$ cat src/design/assert_macros.svh
// assertion macros shared by the local alignment score design
// no dependencies; included by the files that carry assertions
`ifndef ASSERT_MACROS_SVH
`define ASSERT_MACROS_SVH
`ifndef SYNTH
// property that must hold at every clock edge out of reset
`define LAS_ASSERT(lbl, clk, rst_n, prop) \
    lbl: assert property (@(posedge clk) disable iff (!rst_n) (prop)) \
        else $error("las assertion failed");
// implication checked in the same cycle
`define LAS_ASSERT_NOW(lbl, clk, rst_n, ante, cons) \
    lbl: assert property (@(posedge clk) disable iff (!rst_n) (ante) |-> (cons)) \
        else $error("las assertion failed");
// implication checked in the cycle after the antecedent
`define LAS_ASSERT_NEXT(lbl, clk, rst_n, ante, cons) \
    lbl: assert property (@(posedge clk) disable iff (!rst_n) (ante) |=> (cons)) \
        else $error("las assertion failed");
`else
`define LAS_ASSERT(lbl, clk, rst_n, prop)
`define LAS_ASSERT_NOW(lbl, clk, rst_n, ante, cons)
`define LAS_ASSERT_NEXT(lbl, clk, rst_n, ante, cons)
`endif
`endif

$ cat src/design/las_pkg.sv
// types and constants of the local alignment score block
// no dependencies; used by las_cfg, las_cell and the top level
package las_pkg;

    localparam int SYM_W   = 8;
    localparam int SCORE_W = 11;
    localparam int CAND_W  = 13;
    localparam logic [SCORE_W-1:0] SCORE_MAX = 11'd2047;

    // register indexes on the configuration port
    localparam logic [1:0] REG_MATCH    = 2'd0;
    localparam logic [1:0] REG_MISMATCH = 2'd1;
    localparam logic [1:0] REG_GAP      = 2'd2;

    localparam logic [2:0] MATCH_RST    = 3'd2;
    localparam logic [3:0] MISMATCH_RST = 4'hF;
    localparam logic [3:0] GAP_RST      = 4'hF;

    typedef logic [SCORE_W-1:0] score_t;

    typedef struct packed {
        logic [2:0]        match_score;
        logic signed [3:0] mismatch_score;
        logic signed [3:0] gap_score;
    } cfg_t;

    // request travelling down the cell chain
    typedef struct packed {
        logic             valid;
        logic             subject;
        logic             last;
        logic             clear;
        logic             store;
        logic             ovf;
        logic [SYM_W-1:0] symbol;
        score_t           up;
        score_t           diag;
        score_t           max;
    } token_t;

endpackage

$ cat src/design/las_cell.sv
// one cell of the systolic chain: one query symbol and its score column entry
// depends on las_pkg and assert_macros.svh
`include "assert_macros.svh"
module las_cell #(
    parameter int IDX_W    = 8,
    parameter int CELL_IDX = 0
) (
    input  logic              clk,
    input  logic              rst_n,
    input  logic              en,
    input  las_pkg::cfg_t     cfg,
    input  las_pkg::token_t   tok_i,
    input  logic [IDX_W-1:0]  idx_i,
    output las_pkg::token_t   tok_o,
    output logic [IDX_W-1:0]  idx_o
);
    import las_pkg::*;

    logic [SYM_W-1:0]         q_reg;
    logic [SYM_W-1:0]         q_next;
    logic                     loaded_reg;
    logic                     loaded_next;
    score_t                   h_reg;
    score_t                   h_next;
    token_t                   tok_o_reg;
    token_t                   tok_o_next;
    logic [IDX_W-1:0]         idx_o_reg;
    logic signed [CAND_W-1:0] w_ext;
    logic signed [CAND_W-1:0] diag_c;
    logic signed [CAND_W-1:0] up_c;
    logic signed [CAND_W-1:0] left_c;
    logic signed [CAND_W-1:0] best;
    logic signed [CAND_W-1:0] gap_ext;
    score_t                   cell_val;
    logic                     hit;
    logic                     work;

    assign hit     = tok_i.store && (idx_i == IDX_W'(CELL_IDX));
    assign work    = tok_i.valid && tok_i.subject && loaded_reg;
    assign gap_ext = {{(CAND_W-4){cfg.gap_score[3]}}, cfg.gap_score};
    assign w_ext   = (q_reg == tok_i.symbol)
                   ? $signed({{(CAND_W-3){1'b0}}, cfg.match_score})
                   : $signed({{(CAND_W-4){cfg.mismatch_score[3]}}, cfg.mismatch_score});

    always_comb
    begin
        diag_c = $signed({2'b00, tok_i.diag}) + w_ext;
        up_c   = $signed({2'b00, tok_i.up}) + gap_ext;
        left_c = $signed({2'b00, h_reg}) + gap_ext;
        best   = diag_c;
        if (up_c > best)
        begin
            best = up_c;
        end
        if (left_c > best)
        begin
            best = left_c;
        end
        // zero floor and saturation
        if (best < 0)
        begin
            cell_val = '0;
        end
        else if (best > $signed({2'b00, SCORE_MAX}))
        begin
            cell_val = SCORE_MAX;
        end
        else
        begin
            cell_val = best[SCORE_W-1:0];
        end
    end

    always_comb
    begin
        q_next      = q_reg;
        loaded_next = loaded_reg;
        h_next      = h_reg;
        tok_o_next  = tok_i;
        if (tok_i.valid && !tok_i.subject)
        begin
            if (tok_i.clear)
            begin
                h_next      = '0;
                loaded_next = 1'b0;
            end
            if (hit)
            begin
                q_next      = tok_i.symbol;
                loaded_next = 1'b1;
            end
        end
        if (work)
        begin
            // the last subject symbol leaves the column cleared
            h_next          = tok_i.last ? '0 : cell_val;
            tok_o_next.up   = cell_val;
            tok_o_next.diag = h_reg;
            tok_o_next.max  = (cell_val > tok_i.max) ? cell_val : tok_i.max;
        end
    end

    always_ff @(posedge clk)
    begin
        if (en)
        begin
            q_reg <= q_next;
        end
    end

    always_ff @(posedge clk or negedge rst_n)
    begin
        if (!rst_n)
        begin
            loaded_reg <= 1'b0;
            h_reg      <= '0;
            tok_o_reg  <= '0;
            idx_o_reg  <= '0;
        end
        else if (en)
        begin
            loaded_reg <= loaded_next;
            h_reg      <= h_next;
            tok_o_reg  <= tok_o_next;
            idx_o_reg  <= idx_i;
        end
    end

    assign tok_o = tok_o_reg;
    assign idx_o = idx_o_reg;

    `LAS_ASSERT_NOW(a_unloaded_zero, clk, rst_n, !loaded_reg, h_reg == '0)
    `LAS_ASSERT_NEXT(a_last_clears, clk, rst_n, en && tok_i.valid && tok_i.subject && tok_i.last, h_reg == '0)
    `LAS_ASSERT_NEXT(a_max_grows, clk, rst_n, en && tok_i.valid, tok_o_reg.max >= $past(tok_i.max))

endmodule

$ cat config.mk
export PLATFORM = sky130hd
export DESIGN_NAME = las_cell
export DESIGN_NICKNAME = d
export VERILOG_FILES = /design/src/design/las_pkg.sv /design/src/design/las_cell.sv
export VERILOG_INCLUDE_DIRS = /design/src /design/src/design
export SDC_FILE = /design/constraint.sdc
export NUM_CORES = 1
export LEC_CHECK = 0
export BUFFER_PORTS_ARGS = -buffer_cell sky130_fd_sc_hd__buf_4
export CORE_MARGIN = 1
export CORE_UTILIZATION = 35
export DETAILED_ROUTE_END_ITERATION = 8
export MAX_ROUTING_LAYER = met4
export PLACE_DENSITY_LB_ADDON = 0.15
export SLEW_MARGIN = 15
export SYNTH_ARGS = -nofsm -noshare
export SYNTH_HDL_FRONTEND = slang
export SYNTH_SLANG_ARGS = --single-unit
$ cat constraint.sdc
create_clock -name clk -period 19.25 [get_ports clk]
set_input_delay 2.8875 -clock clk [delete_from_list [all_inputs] [get_ports clk]]
set_output_delay 2.8875 -clock clk [all_outputs]
set_load 0.02 [all_outputs]
# After elaboration in Yosys (flattened, before gate mapping)
# Cells that the tools add are included.
[totals]
ff_bits = 75
input_bits = 69
out_inout_bits = 55
wordCells = 48
[classes]
n_addsub = 3
magnitude_cmp = 5
eq_ne = 1
muxes = 13
reduce_logical = 12
[ops]
columns = ["operator", "n"]
rows = [
  ["$mux 11", 7],
  ["$mux 13", 3],
  ["$mux 33", 1],
  ["$add 12x4->13", 2],
  ["$gt 13x13->1", 2],
  ["$add 12x13->13", 1],
  ["$gt 13x12->1 const B", 1],
  ["$lt 13x1->1 const B", 1],
  ["$gt 11x11->1", 1],
  ["$reduce_and 3->1", 3],
  ["$eq 8x8->1", 1],
  ["$logic_not 8->1", 1],
  ["$reduce_bool 2->1", 3],
  ["$logic_and 1x1->1", 4],
  ["$mux 1", 2],
  ["$logic_not 1->1", 1],
]

# Longest topological paths before layout
# Gate-level depths: netlist of run 1.
[logic_depth]
depth_word = 13
depth_mapped = 45
depth_no_buf = 43

# Least setup slack after synthesis of run 1
# Ideal clock, no wire load.
[synth_timing]
path_type = "input to register"
start = "in tok_i[33] (netlist bit)"
end = "reg tok_o_reg (netlist bit tok_o[0])"
setup_time_ns = 0.078
t_arrival_ns = 11.567
path_slack_ns = 7.605
stages = 44
n_path_buf = 2
path_cell_list = "xnor2_1 -> nand4_1 -> or2_2 -> mux2_2 -> ha_1 -> inv_1 -> fa_1 -> inv_1 -> a21oi_1 -> or3b_2 -> o32ai_1 -> xnor2_1 -> ha_1 -> nand3_1 -> nor4_1 -> or4_1 -> a21oi_1 -> o31ai_2 -> [8 not listed] -> o211ai_1 -> a31oi_1 -> o21ai_0 -> o31ai_1 -> nor3_1 -> buf_2 -> o211ai_1 -> o21ai_0 -> nor2_1 -> ha_1 -> nand3_1 -> a211oi_1 -> a21oi_1 -> a221oi_1 -> o31ai_1 -> a211oi_4 -> a22oi_1 -> a21oi_1"
[synth_between]
elab_chain_len = 13
elab_cells_between_ends = 14
cone_classes = "1 x add/sub; 5 x order compare; 1 x eq/ne; 7 x mux"
[synth_lines]
columns = ["item", "line_no", "rtl"]
rows = [
  ["start: declaration", "las_cell.sv:12", "input las_pkg::token_t tok_i,"],
  ["$eq 8x8->1 *", "las_cell.sv:41", "assign w_ext = (q_reg == tok_i.symbol)"],
  ["$mux 13 *", "las_cell.sv:42", "? $signed({{(CAND_W-3){1'b0}}, cfg.match_score})"],
  ["$add 12x13->13 *", "las_cell.sv:47", "diag_c = $signed({2'b00, tok_i.diag}) + w_ext;"],
  ["$gt 13x13->1", "las_cell.sv:51", "if (up_c > best)"],
  ["$mux 13 *", "las_cell.sv:51", ""],
  ["$gt 13x13->1", "las_cell.sv:55", "if (left_c > best)"],
  ["$mux 13 *", "las_cell.sv:55", ""],
  ["$gt 13x12->1", "las_cell.sv:64", "else if (best > $signed({2'b00, SCORE_MAX}))"],
  ["$mux 11", "las_cell.sv:64", ""],
  ["$mux 11 *", "las_cell.sv:60", "if (best < 0)"],
  ["$gt 11x11->1", "las_cell.sv:99", "tok_o_next.max = (cell_val > tok_i.max) ? cell_val : tok_i.max;"],
  ["$mux 11 *", "las_cell.sv:99", ""],
  ["$mux 33 *", "las_cell.sv:93", "if (work)"],
  ["end signal: assignment", "las_cell.sv:124", "tok_o_reg <= tok_o_next;"],
  ["end: declaration", "las_cell.sv:25", "token_t tok_o_reg;"],
]
# Mark *: on every way between the ends. The rest lies on a longest branch, timed or not.
# A chain may end at the register's enable or synchronous reset.

# Worst setup path in the final report of run 1
[layout_timing]
start = "in tok_i[37] (netlist bit)"
end = "reg tok_o_reg (netlist bit tok_o[6])"
# Same word-level chain as after synthesis.

==> results of run 1 <==
## metrics by stage
step	setup WS (ns)	power [mW]	instances	hold WS (ns)
2_1_floorplan	7.60	0.384	679	0.475
3_3_place_gp	6.53	0.492	1006	0.492
3_5_place_dp	6.32	0.492	1006	0.491
4_1_cts	6.62	0.666	1022	0.504
5_1_grt	5.71	0.702	1022	0.520
6_report	6.40	0.663	1022	0.499
## how the worst min path moves through the flow
stage          startpoint         to  slack (ns)  cells past startpoint
4_1_cts         tok_o[10]  tok_o[10]        0.50                      1
2_1_floorplan    h_reg[2]   h_reg[2]        0.47                      2
3_5_place_dp    tok_o[10]  tok_o[10]        0.49                      1
5_1_grt          idx_o[6]   idx_o[6]        0.52                      1
3_3_place_gp     idx_o[4]   idx_o[4]        0.49                      1
6_report        tok_o[10]  tok_o[10]        0.50                      1
## worst register-to-register path: cells and delay by family, from the launching register on
family | cells | cell delay, ns
AO/OA/AOI/OAI | 20 | 5.24
AND/OR/NAND/NOR | 10 | 2.68
adder cells (fa/ha/maj) | 5 | 1.30
flip-flops | 1 | 0.40
XOR/XNOR | 2 | 0.37
multiplexers | 1 | 0.29
buffers and inverters | 3 | 0.22
## power breakdown
part / internal (mW) / switching [mW]
registers: 0.171 / 0.00664
clock network: 0.101 / 0.0691
logic: 0.119 / 0.196
## area by class of cell
type / count / area, um2
Sequential cell: 75 / 1920
Multi-Input combinational cell: 535 / 3960
Clock inverter: 7 / 75.1
Timing Repair Buffer: 128 / 961
Clock buffer: 9 / 225
Tap cell: 225 / 282
Inverter: 43 / 161
Fill cell: 1726 / 9650
## per-layer routing
| layer | GRT usage | wire [um] | vias up | part of all wire |
|---|---|---|---|---|
| li1 | - | - | 2739 | - |
| met1 | 0.322 | 10100 | 2824 | 0.47 |
| met2 | 0.400 | 10300 | 141 | 0.48 |
| met3 | 0.0330 | 662 | 28 | 0.031 |
| met4 | 0.0730 | 384 | 0 | 0.018 |
| met5 | - | 0 | - | 0 |
## cells by family (layout without fill, tap and decap cells)
kind of cell             after synthesis  in the layout  synth area share
AO/OA/AOI/OAI                        217            217             0.245
XOR/XNOR                              34             34            0.0484
adder cells (fa/ha/maj)               66             66             0.138
buffers and inverters                 69            187            0.0451
flip-flops                            75             75             0.311
multiplexers                          35             35            0.0616
AND/OR/NAND/NOR                      183            183             0.150
## layout by cell type, fill, tap and decap left out, drive strengths merged, types with 6 or more instances in the layout
cell and count:
ha 63, or3 9, o21ai 43, nand4 10
a21o 15, o31ai 7, o211ai 11, nor2 61
edfxtp 8, inv 45, nand2b 6, nor3 13
buf 128, mux2i 12, clkbuf 9, nand3 16
and3 7, a211oi 8, a22oi 7, o21a 13
dfrtp 67, a21oi 65, xnor2 29, nand2 35
mux2 23
==> summary by stage, run 1 <==
STA
Headroom to the max-slew limit came out at 0.401. The final count of hold timing violations was 0. At the pin with the least slew margin, the transition time is about 0.90 ns. Setup repair after global routing left no endpoint under its margin.

Of the available clock period, the critical path in the final layout requires 0.668. The max-slew violation total from the final report is 0. The clock period could shrink to 12.85 ns. The clock arrives with 0.00733 ns of skew. Setup violations remaining at the end of the flow were counted as 0.

Derived from the worst setup path, the maximum achievable clock frequency is 0.0778 GHz. The final sum of negative setup slack is 0 ns.

Clock tree
The quantity of hold-fixing buffers added after cts is 0. The total CTS buffers is 9. After clock tree synthesis, the clock-pin slew on the worst setup and hold paths is 0.06 ns. CTS saw 75 sinks. The CTS H-tree depth is 3.

Post-CTS repair changed the size of 0 cells. Post-CTS timing repair inserted 0 buffers for setup. The root buffer cell chosen for the clock tree is sky130_fd_sc_hd__clkbuf_16. The maximum count of clock buffers along a single path is 2. At the later pin of the worst-skew pair, clock insertion delay measures 0.34 ns.

TritonCTS built the clock tree.

Route
The average detailed-routed wire length per instance is approximately 21 um. The count of routing violations after the opening detailed-route iteration is 266. After detailed routing, the number of remaining DRC violations is 0. The number of nets with antenna violations after routing is 0. The number of iterations in the first detailed-routing pass is 4.

The routed wire length is 21.4 mm. The number of vias in the routed layout is 5732. The number of vias per cell is approximately 5.6.

Yosys
In this run, distinct cell masters in the synthesized netlist total 78. The portion of synthesized cell area occupied by the leading cell type is 0.272. By instance count, the leading cell after synthesis is sky130_fd_sc_hd__dfrtp_1. Counting flops with a built-in enable in the synthesized netlist gives 8.

Averaged over all synthesized cells, the footprint is 9.07 um2. The cell area that synthesis handed to floorplanning was 6160 um2. The number of warning messages in the yosys log is 0.

The number of synthesized register bits is 75. The cell type with the largest total area after synthesis is sky130_fd_sc_hd__dfrtp_1. Counting instances in the post-synthesis netlist gives the leading cell types as 67 x sky130_fd_sc_hd__dfrtp_1, 64 x sky130_fd_sc_hd__a21oi_1, 63 x sky130_fd_sc_hd__ha_1.

The share of the yosys chip area belonging to registers is 0.311. The gate count of the mapped netlist is between 600 and 700. The synthesized netlist net count is 814. The commonest register cell after synthesis is sky130_fd_sc_hd__dfrtp_1.

After synthesis, the cell types taking the most area are sky130_fd_sc_hd__dfrtp_1 27%, sky130_fd_sc_hd__ha_1 13%, sky130_fd_sc_hd__a21oi_1 5.2%. The fraction of registers with async set or reset after synthesis is 0.893.

Setup path
In this design, the stage delay of the slowest critical-path cell is 0.59 ns. Among all stages on the critical path, the largest delay is contributed by sky130_fd_sc_hd__o21ai_0. STA classifies the critical path startpoint as a primary input. The startpoint identified for the worst register-to-register timing path is q_reg[4].

The capturing instance or port of the critical path is tok_o[6]. Data on the critical path arrives at its endpoint at 13.11 ns. The number of cells traversed by the worst register-to-register path is 41. The worst setup path is captured at a flop.

STA puts the critical path data required time at 19.51 ns. The critical path crosses 42 cells after its start point. The beginning of the critical path is tok_i[37]. Broken down by cell family, the worst path's largest delay share belongs to compound AO/OA/AOI/OAI gates. The endpoint of the most critical register-to-register path is tok_o[6]. The setup slack of the worst register-to-register path is 8.65 ns. The number of buffers and inverters on the critical path is 4. The highest net fanout along the worst path is 13. The worst setup path category is primary input to flop.

Floorplanning
The top-level I/O count is 124. The initial cell density of the core is 0.357. Row generation in the floorplan step produced 48 rows. In this run the standard cell core region covers 17200 um2.

The die is roughly 130 um tall. The die width is 135 um. The die covers 18100 um2.

Cells and area
The flip-flop count of the largest register, all copies and words added is 47. At the end of the flow the core is filled with cells to 0.440. The finished cells cover 7580 um2. The layout-stage area growth over the synthesis result is 23.2%. The final layout contains 927 nets. Of the cells placed in the final design, the portion with a size suffix greater than 1 is 0.241. The number of diodes is 0.

Pwr
Dividing total power by cell area gives a power density of 87.5 nW/um2. Summed over all cells, the static leakage comes to 3.45 nW. The maximum resistive drop on vdd is 0.0534 mV.

Global route
The total global-route track usage is 0.247. The number of global-route vias before repair came to 5829. The number of antenna violations at the first check in global routing is 0.

The first global-routing pass estimated approximately 33 mm of wire. The global route total overflow is 0. Entering global routing, the biggest net connects 77 pins.

Min path
The min-delay analysis places its worst path in the category flop to flop.

Outcome
The flow ran to the end, and the final reports show no timing, DRC or antenna violations.

Placed design
After detailed placement, the total cell area comes to about 7300 um2. The congestion estimate from routability-driven global placement came to 0.911. The detailed placer's ending HPWL is about 17 mm. During placement, the flow inserted port buffers numbering ~120.

Job
The number of max-cap violations is 0.
No activity file was read; power rests on OpenSTA's default activity.
==> run 2, diff against run 1 <==
--- a/config.mk
+++ b/config.mk
@@ -6,6 +6,7 @@
 export SDC_FILE = /design/constraint.sdc
 export NUM_CORES = 1
 export LEC_CHECK = 0
+export ABC_AREA = 1
 export BUFFER_PORTS_ARGS = -buffer_cell sky130_fd_sc_hd__buf_4
 export CORE_MARGIN = 1
 export CORE_UTILIZATION = 35
==> constraint.sdc (replaced) <==
create_clock -name clk -period 12.6 [get_ports clk]
set_input_delay 1.89 -clock clk [delete_from_list [all_inputs] [get_ports clk]]
set_output_delay 1.89 -clock clk [all_outputs]
set_load 0.02 [all_outputs]
==> summary by stage, run 2 <==
Cells and area
The layout filler cell count is around 1900. In the final layout, the multi-input gates occupy 3890 um2. In the layout the commonest cells are 248 x sky130_fd_sc_hd__nand2_1, 126 x sky130_fd_sc_hd__buf_4, 105 x sky130_fd_sc_hd__inv_1. The share of layout cells above drive strength 1 is 0.204. The area used by sequential logic in the layout is 1920 um2. Leaving out fill and tap cells, the most frequent cell in the layout is sky130_fd_sc_hd__nand2_1. At the end of the flow, the number of nets in the layout was ~1100.

The flip-flop count of the largest register, all copies and words added is 47. The number of diodes is 0. The area growth from synthesis to layout is 21.6%.

Yosys
Yosys printed 0 warnings. In the post-synthesis netlist, the biggest area contributors are sky130_fd_sc_hd__dfrtp_1 26%, sky130_fd_sc_hd__nand2_1 15%, sky130_fd_sc_hd__ha_1 12%. The cell area that synthesis handed to floorplanning was 6380 um2. By count the netlist is led by 248 x sky130_fd_sc_hd__nand2_1, 105 x sky130_fd_sc_hd__inv_1, 87 x sky130_fd_sc_hd__a21oi_1. For this run, the register share of the synthesized area comes to 0.300.

The most frequent cell after synthesis is sky130_fd_sc_hd__nand2_1. In this run, synthesis produced a sequential element count of 75. Of the post-synthesis cell area, the dominant cell type holds 0.263. The synthesized design spends more area on one cell type than any other, namely sky130_fd_sc_hd__dfrtp_1.

For this run, asynchronously set or reset flops after synthesis account for 0.893. The commonest register cell after synthesis is sky130_fd_sc_hd__dfrtp_1. After synthesis, the mean cell area works out to about 7.3 um2.

The number of synthesized flops with an enable pin is 8. The synthesized netlist net count is 1013. Counting every instance in the synthesized netlist gives about 900.

The number of distinct standard cells referenced by the synthesized netlist is 49.

Route
The average detailed-routed wire length per instance is 15.4 um. For this run, design rule violations remaining after detail routing come to 0. The number of vias per cell is 4.88. The number of vias in the routed layout is 5950. The routed wire length is around 19 mm.

The count of routing violations after the opening detailed-route iteration is 316. The number of iterations in the first detailed-routing pass is 4. The number of nets with antenna violations after routing is 0.

Job
Across the run, the number of max-cap violations was 0.

Global route
Entering global routing, the biggest net connects 72 pins. The number of antenna violations at the first check in global routing is 0. The total overflow left after global routing is 0.

The number of global-route vias before repair was 5588. The first global-routing pass estimated 29.2 mm of wire. The total global-route track usage is 0.209.

Floorplanning
The die covers about 19000 um2. The placeable core region is 17900 um2. The die is 137 um tall. From left edge to right edge, the die measures 137 um. The standard-cell row count is 49. 124 I/O pins were placed.

The initial cell density of the core is 0.356.

Clock tree
The number of clock sinks is 75. In this run the deepest clock path goes through 2 buffers. TritonCTS created 9 clock buffers.

After clock tree synthesis, the setup repair step added 0 buffers. TritonCTS built the clock tree. The CTS H-tree depth is 3. The count of instances resized after the clock tree is built is 0. Clock latency on the worst-skew pair, taken at its later pin, is 0.33 ns. The quantity of hold-fixing buffers added after cts is 0.

The clock root buffer is sky130_fd_sc_hd__clkbuf_16. Clock-pin slew was measured on the worst setup and hold paths at 0.06 ns.

Pwr
The leakage dissipation is 4.05 nW. Dividing total power by cell area gives a power density of 134 nW/um2. IR analysis of the VDD net gives a maximum drop of approximately 0.085 mV.

STA
The max-slew violation total from the final report is 0. The achievable clock frequency is about 0.1 GHz. Counting I/O delays and the setup requirement, the final critical path takes between 10 and 15 ns. The smallest hold slack is 0.468 ns.

The final count of hold timing violations came to 0. The final sum of negative setup slack is 0 ns. Of the available clock period, the critical path in the final layout requires 0.799. Setup violations remaining at the end of the flow were counted as 0. In this run the tightest slew margin relative to its limit is 0.298.

Setup repair after global routing left no endpoint under its margin. The final setup skew is 0.0121 ns. At the pin with the least slew margin, the transition time is between 1 and 1.5 ns.

Setup path
The worst setup path is captured at a flop. Of all nets on the critical path, the largest fanout is 22. The kind of cell with the highest combined delay along the critical path is simple AND/OR/NAND/NOR gates. The data arrival time of the worst path is roughly 10 ns. The logic depth of the worst setup path including buffers is 53.

STA classifies the critical path startpoint as a primary input. The number of buffers and inverters on the critical path is 7. The critical path is of the primary input to flop type. The number of cells traversed by the worst register-to-register path is 54.

The cell with the largest stage delay on the worst path is sky130_fd_sc_hd__o21ai_2. Among the stages of the critical path, the cell type that occurs most often is sky130_fd_sc_hd__nand2_1. Data on the critical path is required at its endpoint by 12.87 ns.

The largest single stage delay on the critical path is 0.94 ns.

Placed design
Detailed placement ended at an HPWL of 15.1 mm. The final weighted congestion in routability-driven placement is 0.928. In this run the tool buffered the top-level ports with 123 buffer cells.

Min path
The number of cells on the worst hold path is 2. The class of the tightest hold or removal check is flop to flop.

Outcome
The run finished with clean final reports.
==> run 2: cell types whose count changed in the layout (fill, tap and decap cells not counted), moves of 23 or more <==
cell and delta:
sky130_fd_sc_hd__nand2_2 +24, sky130_fd_sc_hd__nand2_1 +214, sky130_fd_sc_hd__nand3_1 +34, sky130_fd_sc_hd__inv_1 +63
sky130_fd_sc_hd__a21oi_1 +23, sky130_fd_sc_hd__mux2_2 -23
==> run 2: power breakdown <==
| part | leakage [nW] | internal, mW | switching, mW | total, mW |
|---|---|---|---|---|
| logic | 3.02 | 0.180 | 0.324 | 0.504 |
| registers | 0.887 | 0.260 | 0.0103 | 0.271 |
| clock network | 0.146 | 0.160 | 0.104 | 0.265 |
| total | 4.05 | 0.600 | 0.439 | 1.04 |
==> run 2: layout make-up <==
| cell class | count | share of cell area |
|---|---|---|
| tap | 229 | 0.0369 |
| timing repair buffer | 126 | 0.122 |
| sequential | 75 | 0.247 |
| clock buffer | 10 | 0.0308 |
| inverter | 109 | 0.0528 |
| multi-input combinational | 665 | 0.501 |
| clock inverter | 6 | 0.00920 |
==> run 2: kinds of logic after synthesis <==
logic type                 count (synthesis)  synth area share
adders and majority gates                 66             0.133
AOI/OAI and AO/OA                        143             0.123
and+or+nand+nor                          423             0.307
xor gates and xnor gates                  33            0.0465
buffers and inverters                    138            0.0902
DFF                                       75             0.300
==> run 2: metrics by stage <==
stage	power, mW	cell area [um2]	setup WS [ns]	cells	util
3_3_place_gp	0.779	7450	2.26	1204	0.416
4_1_cts	1.05	7760	2.51	1220	0.433
6_report	1.04	7760	2.53	1220	0.433
5_1_grt	1.12	7760	1.43	1220	0.433
2_1_floorplan	0.652	6380	4.13	878	-
3_5_place_dp	0.777	7450	2.20	1204	0.416
==> run 2: worst min-delay path, cell delays in order, from the launching register on <==
cell,delay [ns]
sky130_fd_sc_hd__dfrtp_1,0.34
sky130_fd_sc_hd__nand2_1,0.05
sky130_fd_sc_hd__nand2_1,0.04
==> run 2: worst paths after layout <==
check                                from         to  slack [ns]
worst min register to register   idx_o[1]   idx_o[1]        0.47
worst max register to register   q_reg[1]   tok_o[5]        3.82
max in group asynchronous           rst_n   h_reg[0]       10.36
worst min-delay path             idx_o[1]   idx_o[1]        0.47
min in group asynchronous           rst_n  tok_o[41]        1.66
worst max-delay path            tok_i[36]   tok_o[5]        2.53
==> run 2: routing by layer <==
layer | share of wire | up-vias | GRT usage
met5 | 0 | - | -
met4 | 0.0078 | 0 | 0.0415
met3 | 0.057 | 14 | 0.0356
met2 | 0.44 | 162 | 0.314
met1 | 0.49 | 2699 | 0.294
li1 | - | 3075 | -
