[config.mk]
export PLATFORM = sky130hd
export DESIGN_NAME = las_cfg
export DESIGN_NICKNAME = d
export VERILOG_FILES = /design/src/design/assert_macros.svh /design/src/design/las_pkg.sv /design/src/design/las_cfg.sv
export SDC_FILE = /design/constraint.sdc
export NUM_CORES = 1
export LEC_CHECK = 0
export BUFFER_PORTS_ARGS = -buffer_cell sky130_fd_sc_hd__buf_2
export CORE_MARGIN = 1.5
export CORE_UTILIZATION = 33
export CTS_CLUSTER_DIAMETER = 60
export DETAILED_ROUTE_END_ITERATION = 6
export GPL_TIMING_DRIVEN = 0
export PLACE_DENSITY = 0.83
export RECOVER_POWER = 25
export SYNTH_ARGS = -nofsm -noshare
export SYNTH_HDL_FRONTEND = slang
export SYNTH_SLANG_ARGS = --single-unit
[constraint.sdc]
create_clock -name clk -period 3.3 [get_ports clk]
set_clock_uncertainty 0.1 [all_clocks]
set_input_delay 0.495 -clock clk [delete_from_list [all_inputs] [get_ports clk]]
set_output_delay 0.495 -clock clk [all_outputs]
set_load 0.005 [all_outputs]
[src/design/assert_macros.svh]
// assertion macros shared by the local alignment score design
// no dependencies; included by the files that carry assertions
`ifndef ASSERT_MACROS_SVH
`define ASSERT_MACROS_SVH
`ifndef SYNTH
// property that must hold at every clock edge out of reset
`define LAS_ASSERT(lbl, clk, rst_n, prop) \
    lbl: assert property (@(posedge clk) disable iff (!rst_n) (prop)) \
        else $error("las assertion failed");
// implication checked in the same cycle
`define LAS_ASSERT_NOW(lbl, clk, rst_n, ante, cons) \
    lbl: assert property (@(posedge clk) disable iff (!rst_n) (ante) |-> (cons)) \
        else $error("las assertion failed");
// implication checked in the cycle after the antecedent
`define LAS_ASSERT_NEXT(lbl, clk, rst_n, ante, cons) \
    lbl: assert property (@(posedge clk) disable iff (!rst_n) (ante) |=> (cons)) \
        else $error("las assertion failed");
`else
`define LAS_ASSERT(lbl, clk, rst_n, prop)
`define LAS_ASSERT_NOW(lbl, clk, rst_n, ante, cons)
`define LAS_ASSERT_NEXT(lbl, clk, rst_n, ante, cons)
`endif
`endif

[src/design/las_pkg.sv]
// types and constants of the local alignment score block
// no dependencies; used by las_cfg, las_cell and the top level
package las_pkg;

    localparam int SYM_W   = 8;
    localparam int SCORE_W = 11;
    localparam int CAND_W  = 13;
    localparam logic [SCORE_W-1:0] SCORE_MAX = 11'd2047;

    // register indexes on the configuration port
    localparam logic [1:0] REG_MATCH    = 2'd0;
    localparam logic [1:0] REG_MISMATCH = 2'd1;
    localparam logic [1:0] REG_GAP      = 2'd2;

    localparam logic [2:0] MATCH_RST    = 3'd2;
    localparam logic [3:0] MISMATCH_RST = 4'hF;
    localparam logic [3:0] GAP_RST      = 4'hF;

    typedef logic [SCORE_W-1:0] score_t;

    typedef struct packed {
        logic [2:0]        match_score;
        logic signed [3:0] mismatch_score;
        logic signed [3:0] gap_score;
    } cfg_t;

    // request travelling down the cell chain
    typedef struct packed {
        logic             valid;
        logic             subject;
        logic             last;
        logic             clear;
        logic             store;
        logic             ovf;
        logic [SYM_W-1:0] symbol;
        score_t           up;
        score_t           diag;
        score_t           max;
    } token_t;

endpackage

[src/design/las_cfg.sv]
// configuration registers behind the apb-style port
// depends on las_pkg
module las_cfg (
    input  logic          clk,
    input  logic          rst_n,
    input  logic          psel,
    input  logic          penable,
    input  logic          pwrite,
    input  logic [3:0]    paddr,
    input  logic [31:0]   pwdata,
    output logic [31:0]   prdata,
    output logic          pready,
    output las_pkg::cfg_t cfg
);
    import las_pkg::*;

    logic [2:0] match_reg;
    logic [3:0] mismatch_reg;
    logic [3:0] gap_reg;
    logic       wr_en;
    logic [1:0] reg_idx;

    assign pready  = 1'b1;
    assign wr_en   = psel && penable && pwrite && pready;
    assign reg_idx = paddr[3:2];

    always_ff @(posedge clk or negedge rst_n)
    begin
        if (!rst_n)
        begin
            match_reg    <= MATCH_RST;
            mismatch_reg <= MISMATCH_RST;
            gap_reg      <= GAP_RST;
        end
        else if (wr_en)
        begin
            case (reg_idx)
                REG_MATCH:    match_reg    <= pwdata[2:0];
                REG_MISMATCH: mismatch_reg <= pwdata[3:0];
                REG_GAP:      gap_reg      <= pwdata[3:0];
                default:      ;
            endcase
        end
    end

    always_comb
    begin
        case (reg_idx)
            REG_MATCH:    prdata = {29'd0, match_reg};
            REG_MISMATCH: prdata = {{28{mismatch_reg[3]}}, mismatch_reg};
            REG_GAP:      prdata = {{28{gap_reg[3]}}, gap_reg};
            default:      prdata = 32'd0;
        endcase
    end

    assign cfg.match_score    = match_reg;
    assign cfg.mismatch_score = mismatch_reg;
    assign cfg.gap_score      = gap_reg;

endmodule

**Word level (Yosys, flattened, before mapping)**

Cells that the tools add are included.

- Reductions and logical operators: 6
- Multiplexer cells: 1
- Equality and inequality tests: 2

Operators with widths:

| operator | number |
|---|---|
| case mux 32 bit (3 select lines) | 1 |
| AND reduction 2 bit | 3 |
| == test 2 x 1 -> 1 bit (second input constant) | 1 |
| == test 2 bit (second input constant) | 1 |
| logical AND 1 bit | 2 |
| logical NOT 2 bit | 1 |

- Output and inout bits: 44
- Register bits after elaboration: 11

**Longest topological paths before layout**

Gate-level depths: netlist of run 1.

- Word-level depth: 3
- Mapped depth: 5
- Gate-level depth less buffers: 3

**Least setup slack after synthesis of run 1**

OpenSTA, ideal clock, no wires.

- Kind: input to output
- Start point: in paddr[2]
- End point: out prdata[10]
- Path buffers: 2
- Stages: 4
- Arrival: 2.597 ns
- Path slack: 0.108 ns
- Cells stage by stage: buf_4 > nand2_1 > o21ai_0 > buf_4

- Word-level cells in the longest chain between the ends: 2

Ends and longest elaborated chain:

| item | line | source |
|---|---|---|
| from (decl) | las_cfg.sv:9 | `input logic [3:0] paddr,` |
| == test 2 bit (tied with other cells) | las_cfg.sv:48 | `case (reg_idx)` |
| case mux 32 bit (3 select lines) * | las_cfg.sv:48 |  |
| to (decl) | las_cfg.sv:11 | `output logic [31:0] prdata,` |

Every way passes the cells marked *; elsewhere a longest branch is shown, timed or not.

**Worst setup path after layout of run 1**

- Start point: reg mismatch_reg[3]
- End point: out prdata[28]

- Word-level cells in the longest chain between the ends: 1

Ends and longest elaborated chain:

| item | line | source |
|---|---|---|
| from (decl) | las_cfg.sv:18 | `logic [3:0] mismatch_reg;` |
| from (signal assigned) | las_cfg.sv:39 | `REG_MISMATCH: mismatch_reg <= pwdata[3:0];` |
| case mux 32 bit (3 select lines) | las_cfg.sv:48 |  |

Every way passes these cells.

==> metrics.md, run 1 <==
| Metric | Value |
|---|---|
| Fin util | `between 40% and 50%` |
| Post-synthesis adder-cell area fraction | `0%` |
| Post-synth top cells | `buf_4 (30), dfstp_2 (9), mux2_2 (7)` |
| # port buffers | `52` |
| Nature of the critical path startpoint | `flip-flop` |
| EDFF count, synth | `0` |
| Critical setup path kind | `reg2out` |
| Drt drc | `0` |
| CP startpoint | `mismatch_reg[3]$_DFFE_PN1P_` |
| Clk sinks | `11` |
| Max-slew headroom | `36.3%` |
| Crit path DAT | `1.94 ns` |
| Rows | `17` |
| Post-Synth XOR/XNOR Area | `0%` |
| Pre-CTS setup slack | `~0.87 ns` |
| First-pass GRT wire length | `between 2000 and 3000 µm` |
| Gpl congestion | `just under 0.7` |
| Setup TNS | `0 ns` |
| Clk buf depth | `2` |
| Gate count of the mapped netlist | `70` |
| CTS tree | `yes` |
| Status | `finished, final reports clean` |
| Worst hold path class | `in2reg` |
| Share of cells above drive strength 1 | `around four fifths` |
| Async SR Flop Fraction | `100%` |
| Portion of netlist area occupied by mux cells | `between 20% and 30%` |
| Layout area overhead | `42.1%` |
| Post-synth top area cell | `dfstp_2` |
| Final WS setup | `0.769 ns` |
| Total Routed Length | `1580 µm` |
| GRT overflow | `0` |
| Flop and latch count out of synthesis | `11` |
| Total track usage | `12.6%` |
| DIE AREA | `~2600 µm²` |
| Layout Cell Area excl Fill | `1080 µm²` |
| Synth top area cells | `dfstp_2 (31%), buf_4 (30%), mux2_2 (10%), mux2_4 (7.9%), dfrtp_1 (6.6%)` |
| MaxCap Viol Count | `0` |
| Cell with the most instances after synthesis | `buf_4` |
| Count of final setup violators | `0` |
| R2r endpoint | `match_reg[2]$_DFFE_PN0P_` |
| Tightest Pin Transition | `between 0.9 and 1 ns` |
| Worst-path clk slew | `0.07 ns` |
| Final antenna-violating net count | `0` |
| R2r setup slk | `between 2 and 2.5 ns` |
| Shortest period the worst path allows | `around 2.5 ns` |
| Vias in the first global route | `slightly below 600` |
| Max-slew violation count | `0` |
| CTS root buf | `clkbuf_4` |
| Number of H-tree levels | `1` |
| Top FF cell, synth | `dfstp_2` |
| Distinct cell type count after synthesis | `14` |
| Worst Hold Launch | `pwdata[3]` |
| RSZ-0062 raised after global routing | `false` |
| RR Startpoint | `match_reg[2]$_DFFE_PN0P_` |
| DP Area | `1060 µm²` |
| Post-DR wirelength/cell | `a little over 10 µm` |
| Worst Path Required | `approximately 2.7 ns` |
| Final Cycle Share | `76.7%` |
| Share of the synthesized area in the top cell type | `a little under a third` |
| Pwr dens | `roughly 500 nW/µm²` |
| ANT cells | `0` |
| Hold Violations, Final | `0` |
| Drt first pass iters | `4` |
| Starting density of the core | `between 30% and 40%` |
| Initial antenna violation count | `0` |
| Area of the mapped netlist | `763 µm²` |
| Hold endpoint | `mismatch_reg[3]$_DFFE_PN1P_` |
| Syn_nets | `around 110` |
| YS warnings | `0` |
| Num CTS Buffers | `3` |
| Die Y | `~51 µm` |
| Register area share after synthesis | `37.5%` |
| Worst vdd ir | `0.318 mV` |
| Largest family of logic cells by synthesized area | `buffers and inverters` |
| Register-to-Register Path Depth | `1` |
| Post-Synth Simple-Gate Area | `7.70%` |
| Drt initial violations | `3` |
| Die Width | `approximately 51 µm` |
| Num ports | `85` |
| Avg Cell Area, Syn | `about 11 µm²` |
| Max FO, Critical Path | `29` |
| Min-Delay Path Depth | `2` |
| Vias | `approximately 640` |
| Clock Latency Late Sink | `0.26 ns` |
| Largest net degree at the start of global routing | `30` |
| P_leak | `roughly 0.63 nW` |
| Nets@finish | `around 170` |
| Via density | `around 4.1` |
| Synth Area in Compound Gates | `2.62%` |
| Core Area | `2190 µm²` |
| Crit end category | `primary output` |
| Fmax | `around 400 MHz` |
## cell type report
type | instances | area [µm²]
fill | 205 | 1110
clock buffer | 4 | 26.3
multi-input combinational | 29 | 244
buffer | 30 | 225
tap | 28 | 35.0
sequential | 11 | 287
timing repair buffer | 53 | 268
## layout by cell type, fill, tap and decap left out, types with 2 or more instances in the layout
cell type  instances
clkbuf_1           3
mux2_2             7
mux2i_1            3
nand2_1            5
dfrtp_1            2
clkbuf_4           3
mux2_4             3
buf_2             50
dfstp_2            9
buf_4             30
o21ai_0            3
## per-layer routing
layer	track usage, %	vias to the layer above	share of wire [%]
li1	-	320	-
met1	14.3	276	40
met2	23.8	46	50
met3	0.877	0	9.4
met4	5.41	0	0
met5	0	-	0
## critical path: stages, from the launching register on
cell and delay (ns):
dfstp_2 0.54, nand2_1 0.06, o21ai_2 0.74, buf_4 0.23, buf_2 0.10
## power by group
| group | switching, mW | internal, mW | total (mW) |
|---|---|---|---|
| Clock | 0.0436 | 0.0467 | 0.0903 |
| Sequential | 0.0229 | 0.185 | 0.208 |
| Combinational | 0.0856 | 0.154 | 0.240 |
| Total | 0.152 | 0.386 | 0.538 |
## worst max-delay path by stage
stage,slack [ns],depth (start not counted),end
floorplan,0.11,4,prdata[10]
global route,0.59,4,prdata[7]
finish,0.77,4,prdata[28]
CTS,0.72,4,prdata[22]
detailed placement,0.87,6,prdata[22]
global placement,-0.16,5,prdata[10]
## kinds of logic (layout without fill, tap and decap cells)
family                 Yosys count  count (layout)
AO/OA/AOI/OAI                    4               4
buffers and inverters           30              87
flip-flops                      11              11
AND/OR/NAND/NOR                 10              10
multiplexers                    14              14
other                            1               1
## through the flow
| stage | instances | hold WS [ns] | power (mW) |
|---|---|---|---|
| final | 155 | 0.376 | 0.538 |
| after global routing | 155 | 0.388 | 0.576 |
| after detailed placement | 150 | 0.273 | 0.457 |
| after CTS | 155 | 0.368 | 0.551 |
| after global placement | 150 | 0.262 | 0.454 |
| after floorplan | 70 | 0.0994 | 0.356 |
## repair_timing
item                                   in CTS  in global routing
buffers inserted                            0                  0
gates resized for setup                     0                  0
endpoints found under the hold margin       2                  0
hold buffers                                1                  0
No activity file was read; power rests on OpenSTA's default activity.
==> run 2: changes to the inputs <==
--- a/config.mk
+++ b/config.mk
@@ -5,13 +5,14 @@
 export SDC_FILE = /design/constraint.sdc
 export NUM_CORES = 1
 export LEC_CHECK = 0
+export ABC_AREA = 1
 export BUFFER_PORTS_ARGS = -buffer_cell sky130_fd_sc_hd__buf_2
 export CORE_MARGIN = 1.5
-export CORE_UTILIZATION = 33
+export CORE_UTILIZATION = 34
 export CTS_CLUSTER_DIAMETER = 60
 export DETAILED_ROUTE_END_ITERATION = 6
 export GPL_TIMING_DRIVEN = 0
-export PLACE_DENSITY = 0.83
+export PLACE_DENSITY = 0.84
 export RECOVER_POWER = 25
 export SYNTH_ARGS = -nofsm -noshare
 export SYNTH_HDL_FRONTEND = slang
==> constraint.sdc (replaced) <==
create_clock -name clk -period 2.59 [get_ports clk]
set_clock_uncertainty 0.1 [all_clocks]
set_input_delay 0.3885 -clock clk [delete_from_list [all_inputs] [get_ports clk]]
set_output_delay 0.3885 -clock clk [all_outputs]
set_load 0.005 [all_outputs]
==> run 2 against run 1 <==
  * Core utilization increased by 1.2 points
  * Sequential share of layout area decreased by 0.62 points
  * Non-clock buffer count unchanged
  * First-iteration DRC count increased by 130%
  * Synthesized cell count increased by 53%
  * Design area increased by 2.4%
  * Sequential power increased by 23%
  * Die area decreased by 0.37%
  * Register-to-register slack got worse by 0.66 ns
==> metrics.md, run 2 <==
| Metric | Value |
|---|---|
| P_leak | `0.714 nW (+13%)` |
| Post-DR wirelength/cell | `9.00 µm (-12%)` |
| Starting density of the core | `35.8% (+0.91 points)` |
| Nature of the critical path startpoint | `flip-flop` |
| Drt drc | `0 (unchanged)` |
| Commonest cells after routing, fill and taps aside | `nand2_1 (50), buf_2 (50), buf_4 (29)` |
| WL met3 | `193 µm (+30%)` |
| Hold Violations, Final | `0 (unchanged)` |
| GRT overflow | `0 (unchanged)` |
| Avg Cell Area, Syn | `7.32 µm² (-33%)` |
| Shortest period the worst path allows | `approximately 2.3 ns` |
| Share of cells above drive strength 1 | `58.8% (-22 points)` |
| Max FO, Critical Path | `29 (unchanged)` |
| Setup TNS | `0 ns (unchanged)` |
| EDFF count, synth | `0 (unchanged)` |
| Core Area | `2190 µm² (unchanged)` |
| CTS root buf | `clkbuf_4` |
| Critical setup path kind | `reg2out` |
| Gate count of the mapped netlist | `107 (+53%)` |
| Syn_nets | `148 (+33%)` |
| CP startpoint | `mismatch_reg[3]$_DFFE_PN1P_` |
| Tightest Pin Transition | `0.821 ns (-0.135 ns)` |
| Register-to-Register Path Depth | `2 (+1)` |
| Clock Latency Late Sink | `0.26 ns (about the same)` |
| MaxCap Viol Count | `0 (unchanged)` |
| Clk buf depth | `2 (unchanged)` |
| Largest net degree at the start of global routing | `30 (unchanged)` |
| RR Startpoint | `mismatch_reg[2]$_DFFE_PN1P_` |
| Initial antenna violation count | `0 (unchanged)` |
| Share of the synthesized area in the top cell type | `30.2% (-0.79 points)` |
| Total Routed Length | `1740 µm (+10%)` |
| Worst-path clk slew | `0.07 ns (about the same)` |
| PostCTS Resize Cnt | `0 (unchanged)` |
| Rows | `17 (unchanged)` |
| Status | `finished, final reports clean` |
| Async SR Flop Fraction | `100% (unchanged)` |
| CTS tree | `yes` |
| Die Width | `51.0 µm (-0.19%)` |
| Clk sinks | `11 (unchanged)` |
| Hold endpoint | `gap_reg[2]$_DFFE_PN1P_` |
| Dpl hpwl | `1400 µm` |
| Worst Path Required | `2.10 ns (-0.60 ns)` |
| Distinct cell type count after synthesis | `13 (-1)` |
| Max-slew headroom | `45.2% (+8.9 points)` |
| Num CTS Buffers | `3 (unchanged)` |
| Post-Route M1 WL | `727 µm (+14%)` |
| Drt first pass iters | `4 (unchanged)` |
| Cell with the most instances after synthesis | `nand2_1` |
| Layout area overhead | `41.9%` |
| Max-slew violation count | `0 (unchanged)` |
| R2r endpoint | `mismatch_reg[2]$_DFFE_PN1P_` |
| Nets@finish | `207 (+22%)` |
| Final antenna-violating net count | `0 (unchanged)` |
| Met2 Wirelength | `816 µm (+3.3%)` |
| ANT cells | `0 (unchanged)` |
| RSZ-0062 raised after global routing | `false` |
| Register area share after synthesis | `36.6% (-0.96 points)` |
| Num ports | `85 (unchanged)` |
| Post-synth top area cell | `dfstp_2` |
| Fmax | `441 MHz` |
| Top routing layer used | `met3` |
| Drt initial violations | `7 (+4)` |
| Flop and latch count out of synthesis | `11 (unchanged)` |
| Crit end category | `primary output` |
| Worst hold path class | `in2reg` |
| Final Cycle Share | `87.5%` |
| Die Y | `51.0 µm (-0.19%)` |
| Top FF cell, synth | `dfstp_2` |
| Synth top area cells | `dfstp_2 (30%), buf_4 (28%), nand2_1 (24%), dfrtp_1 (6.4%), nand3_1 (1.9%)` |
| Total track usage | `14.0% (+1.4 points)` |
| Min-Delay Path Depth | `3 (+1)` |
| DIE AREA | `2600 µm² (-0.37%)` |
| First-pass GRT wire length | `2770 µm (+9.5%)` |
| Crit path DAT | `1.78 ns (-0.16 ns)` |
| Via density | `3.99 (-3.6%)` |
| Layout Cell Area excl Fill | `1110 µm² (+2.4%)` |
| Vias | `771 (+20%)` |
| Vias in the first global route | `670 (+15%)` |
| Count of final setup violators | `0 (unchanged)` |
| YS warnings | `0 (unchanged)` |
| DP Area | `1080 µm² (+2.0%)` |
| Worst vdd ir | `0.377 mV (+19%)` |
| Worst Hold Launch | `pwdata[2]` |
| Gpl congestion | `0.818 (+18%)` |
| Area of the mapped netlist | `783 µm² (+2.6%)` |
| Number of H-tree levels | `1 (unchanged)` |
| # port buffers | `53 (+1.9%)` |
| Pwr dens | `571 nW/µm² (+15%)` |
| R2r setup slk | `1.77 ns (-0.66 ns)` |
| Post-synth top cells | `nand2_1 (50), buf_4 (29), dfstp_2 (9)` |
## run 2: cells by family (layout without fill, tap and decap cells)
kind of cell / count (synthesis) / after routing / share of synthesized area [%]
AND/OR/NAND/NOR: 61 / 61 / 32.7
buffers and inverters: 34 / 92 / 30.2
flip-flops: 11 / 11 / 36.6
other: 1 / 1 / 0.479
## run 2: layer usage
layer / global-route usage (%) / up-vias
li1: - / 407
met1: 15.8 / 318
met2: 24.5 / 46
met3: 2.63 / 0
met4: 8.11 / 0
met5: 0 / -
## run 2: critical path, stage by stage, from the launching register on
cell     delay [ns]
dfstp_2        0.54
nand2_1        0.05
nand2_1        0.60
buf_4          0.22
buf_2          0.10
## run 2: per-stage QoR
| stage | power [mW] | util, % | hold WS, ns | worst slack [ns] | std cells |
|---|---|---|---|---|---|
| floorplan | 0.402 | - | -0.00709 | 0.737 | 107 |
| global placement | 0.518 | 49.5 | 0.165 | 0.384 | 188 |
| detailed placement | 0.524 | 49.5 | 0.169 | 0.366 | 188 |
| CTS | 0.646 | 51.1 | 0.228 | 0.302 | 193 |
| global route | 0.690 | 50.7 | 0.234 | 0.160 | 193 |
| finish | 0.634 | 50.7 | 0.242 | 0.324 | 193 |
## run 2: worst max-delay path by stage
stage,endpoint,slack (ns),depth (start not counted)
6_report,prdata[5],0.32,4
5_1_grt,prdata[26],0.16,4
4_1_cts,prdata[5],0.30,4
2_1_floorplan,prdata[10],0.74,6
3_5_place_dp,prdata[5],0.37,8
3_3_place_gp,prdata[21],0.38,8
## run 2: cell type report
type	count	area (µm²)
well taps	28	35.0
fillers	233	1080
plain buffers	29	218
repair buffers	54	272
multi-input cells	62	255
inverters	5	18.8
flip-flops and latches	11	287
clock buffers	4	26.3
## run 2: repair_timing
item,in CTS,in global routing
buffers inserted,0,0
endpoints found under the hold margin,2,0
hold buffers,1,0
## run 2: where the power goes
| group | leakage, nW | switching [mW] | internal, mW | total, mW |
|---|---|---|---|---|
| Clock | 0.0150 | 0.0551 | 0.0595 | 0.115 |
| Sequential | 0.119 | 0.0279 | 0.229 | 0.256 |
| Combinational | 0.580 | 0.109 | 0.155 | 0.263 |
| Total | 0.714 | 0.192 | 0.443 | 0.634 |
==> run 3: changes to the inputs <==
--- a/config.mk
+++ b/config.mk
@@ -8,11 +8,12 @@
 export ABC_AREA = 1
 export BUFFER_PORTS_ARGS = -buffer_cell sky130_fd_sc_hd__buf_2
 export CORE_MARGIN = 1.5
-export CORE_UTILIZATION = 34
+export CORE_UTILIZATION = 35
+export CTS_BUF_LIST = sky130_fd_sc_hd__clkbuf_4
 export CTS_CLUSTER_DIAMETER = 60
 export DETAILED_ROUTE_END_ITERATION = 6
 export GPL_TIMING_DRIVEN = 0
-export PLACE_DENSITY = 0.84
+export PLACE_DENSITY = 0.86
 export RECOVER_POWER = 25
 export SYNTH_ARGS = -nofsm -noshare
 export SYNTH_HDL_FRONTEND = slang
==> run 3 against run 2 <==
  * Total power increased by 2.1%
  * Highest routed layer is now met4
  * Clock-buffer cell count did not move
  * Critical endpoint is now prdata[26]
  * Register-to-register slack is essentially flat
==> metrics.md, run 3 (synthesis results as in run 2) <==
| Metric | Value |
|---|---|
| Design Power | `0.647 mW (+2.1%)` |
| Layout area overhead | `42.2%` |
| Drt first pass iters | `3 (-1)` |
| Die Width | `50.3 µm (-1.4%)` |
| Starting density of the core | `38.4% (+2.6 points)` |
| Drt initial violations | `10 (+3)` |
| RSZ-0062 raised after global routing | `false` |
| CTS root buf | `clkbuf_4` |
| Vias | `795 (+3.1%)` |
| Clk sinks | `11 (unchanged)` |
| CP startpoint | `mismatch_reg[3]$_DFFE_PN1P_` |
| Pre-CTS setup slack | `0.341 ns (-0.0252 ns)` |
| Die Y | `50.3 µm (-1.4%)` |
| Final Cycle Share | `87.9% (+0.40 points)` |
| P_leak | `0.717 nW (+0.48%)` |
| Final WS setup | `0.314 ns (-0.0103 ns)` |
| Initial antenna violation count | `0 (unchanged)` |
| R2r setup slk | `1.76 ns (about the same)` |
| Critical Path Stages | `4 (unchanged)` |
| Max FO, Critical Path | `29 (unchanged)` |
| Num ports | `85 (unchanged)` |
| WP buf/inv | `2 (unchanged)` |
| Drt drc | `0 (unchanged)` |
| Post-DR wirelength/cell | `9.05 µm (+0.58%)` |
| Tightest Pin Transition | `0.797 ns (-0.0233 ns)` |
| Total Routed Length | `1740 µm (about the same)` |
| CP dominant cell by count | `nand2_1` |
| Clock Latency Late Sink | `0.27 ns (about the same)` |
| Nets@finish | `207 (unchanged)` |
| Worst-path clk slew | `0.07 ns (about the same)` |
| Area of the multi-input gates | `255 µm² (unchanged)` |
| Worst Path Required | `2.10 ns (about the same)` |
| GRT overflow | `0 (unchanged)` |
| Fmax | `439 MHz (-0.45%)` |
| Critical path, cell by cell | `nand2_1 -> nand2_1 -> buf_4 -> buf_2` |
| Worst vdd ir | `0.400 mV (+6.1%)` |
| Share of cells above drive strength 1 | `59.4% (+0.61 points)` |
| Shortest period the worst path allows | `2.28 ns (+0.0103 ns)` |
| Vias in the first global route | `663 (-1.0%)` |
| Via density | `4.14 (+3.6%)` |
| Final hold slack | `0.226 ns (-0.0153 ns)` |
| R2r endpoint | `mismatch_reg[2]$_DFFE_PN1P_` |
| Dpl hpwl | `1470 µm (+5.2%)` |
| First-pass GRT wire length | `2730 µm (-1.7%)` |
| Count of final setup violators | `0 (unchanged)` |
| Critical setup path kind | `reg2out` |
| Status | `finished, final reports clean` |
| Core Area | `2040 µm² (-6.8%)` |
| Final antenna-violating net count | `0 (unchanged)` |
| Sequential cell area | `287 µm² (unchanged)` |
| RR Startpoint | `mismatch_reg[2]$_DFFE_PN1P_` |
| Hold Violations, Final | `0 (unchanged)` |
| Nature of the critical path startpoint | `flip-flop` |
| CP max stage cell | `nand2_1` |
| Register-to-Register Path Depth | `2 (unchanged)` |
| ANT cells | `0 (unchanged)` |
| MaxCap Viol Count | `0 (unchanged)` |
| Crit path DAT | `1.79 ns (about the same)` |
| CP delay by family, top | `simple AND/OR/NAND/NOR gates` |
| Crit path largest cell delay | `0.59 ns (about the same)` |
| Gpl congestion | `0.837 (+2.4%)` |
| # port buffers | `53 (unchanged)` |
| CTS tree | `yes` |
| Clk buf depth | `2 (unchanged)` |
| Rows | `16 (-1)` |
| Max-slew headroom | `46.7% (+1.6 points)` |
| Commonest cells after routing, fill and taps aside | `nand2_1 (50), buf_2 (50), buf_4 (29)` |
| # fillers | `191 (-18%)` |
| CP endpoint | `prdata[26]` |
| Largest net degree at the start of global routing | `30 (unchanged)` |
| Max-slew violation count | `0 (unchanged)` |
| DIE AREA | `2530 µm² (-2.7%)` |
| Setup TNS | `0 ns (unchanged)` |
| Pwr dens | `581 nW/µm² (+1.8%)` |
| Number of H-tree levels | `1 (unchanged)` |
| Crit end category | `primary output` |
| Worst hold path class | `in2reg` |
| Total track usage | `13.9% (-0.12 points)` |
| Num CTS Buffers | `3 (unchanged)` |
[run 3: changes by cell type in the layout (fill, tap and decap cells not counted)]
cell	previous run	this run
clkbuf_4	3	4
clkbuf_1	4	3
[run 3: where the power goes]
group / switching, mW / internal, mW / total (mW)
Clock: 0.0565 / 0.0701 / 0.127
Combinational: 0.109 / 0.154 / 0.264
Sequential: 0.0284 / 0.229 / 0.257
[run 3: layer usage]
layer / track usage (%) / wire length, µm / vias up
li1: - / - / 406
met1: 17.0 / 736 / 334
met2: 22.6 / 770 / 50
met3: 2.68 / 186 / 5
met4: 8.11 / 44 / 0
met5: 0 / 0 / -
[run 3: worst min-delay path by stage]
stage	start	endpoint	slack [ns]	cells past startpoint
6_report	pwdata[3]	mismatch_reg[3]$_DFFE_PN1P_	0.23	3
5_1_grt	pwdata[3]	gap_reg[3]$_DFFE_PN1P_	0.23	3
4_1_cts	pwdata[3]	mismatch_reg[3]$_DFFE_PN1P_	0.22	3
3_5_place_dp	rst_n	match_reg[2]$_DFFE_PN0P_	0.16	1
3_3_place_gp	rst_n	match_reg[2]$_DFFE_PN0P_	0.16	1
2_1_floorplan	rst_n	match_reg[0]$_DFFE_PN0P_	-0.007	0
[run 3: worst reg2reg max path: stages (launching register included)]
cell,delay (ns)
dfstp_2,0.56
nand2_1,0.06
nand2_1,0.06
[run 3: stage by stage]
step	utilization, %	instances	area (µm²)
after floorplan	-	107	783
after global placement	53.0	187	1080
after detailed placement	53.0	187	1080
after CTS	55.0	192	1120
after global routing	54.5	192	1110
final	54.5	192	1110
[run 3: area by class of cell]
cell class,count,area share [%]
Sequential cell,11,25.7
Timing Repair Buffer,54,24.4
Tap cell,27,3.03
Clock buffer,4,2.70
Multi-Input combinational cell,62,22.9
Inverter,5,1.69
Buffer,29,19.6
[run 3: what timing repair did]
item / 4_1_cts / 5_1_grt
hold endpoints to repair: 2 / 0
hold buffers: 1 / 0
resized for setup: 0 / 0
buffers inserted: 0 / 0
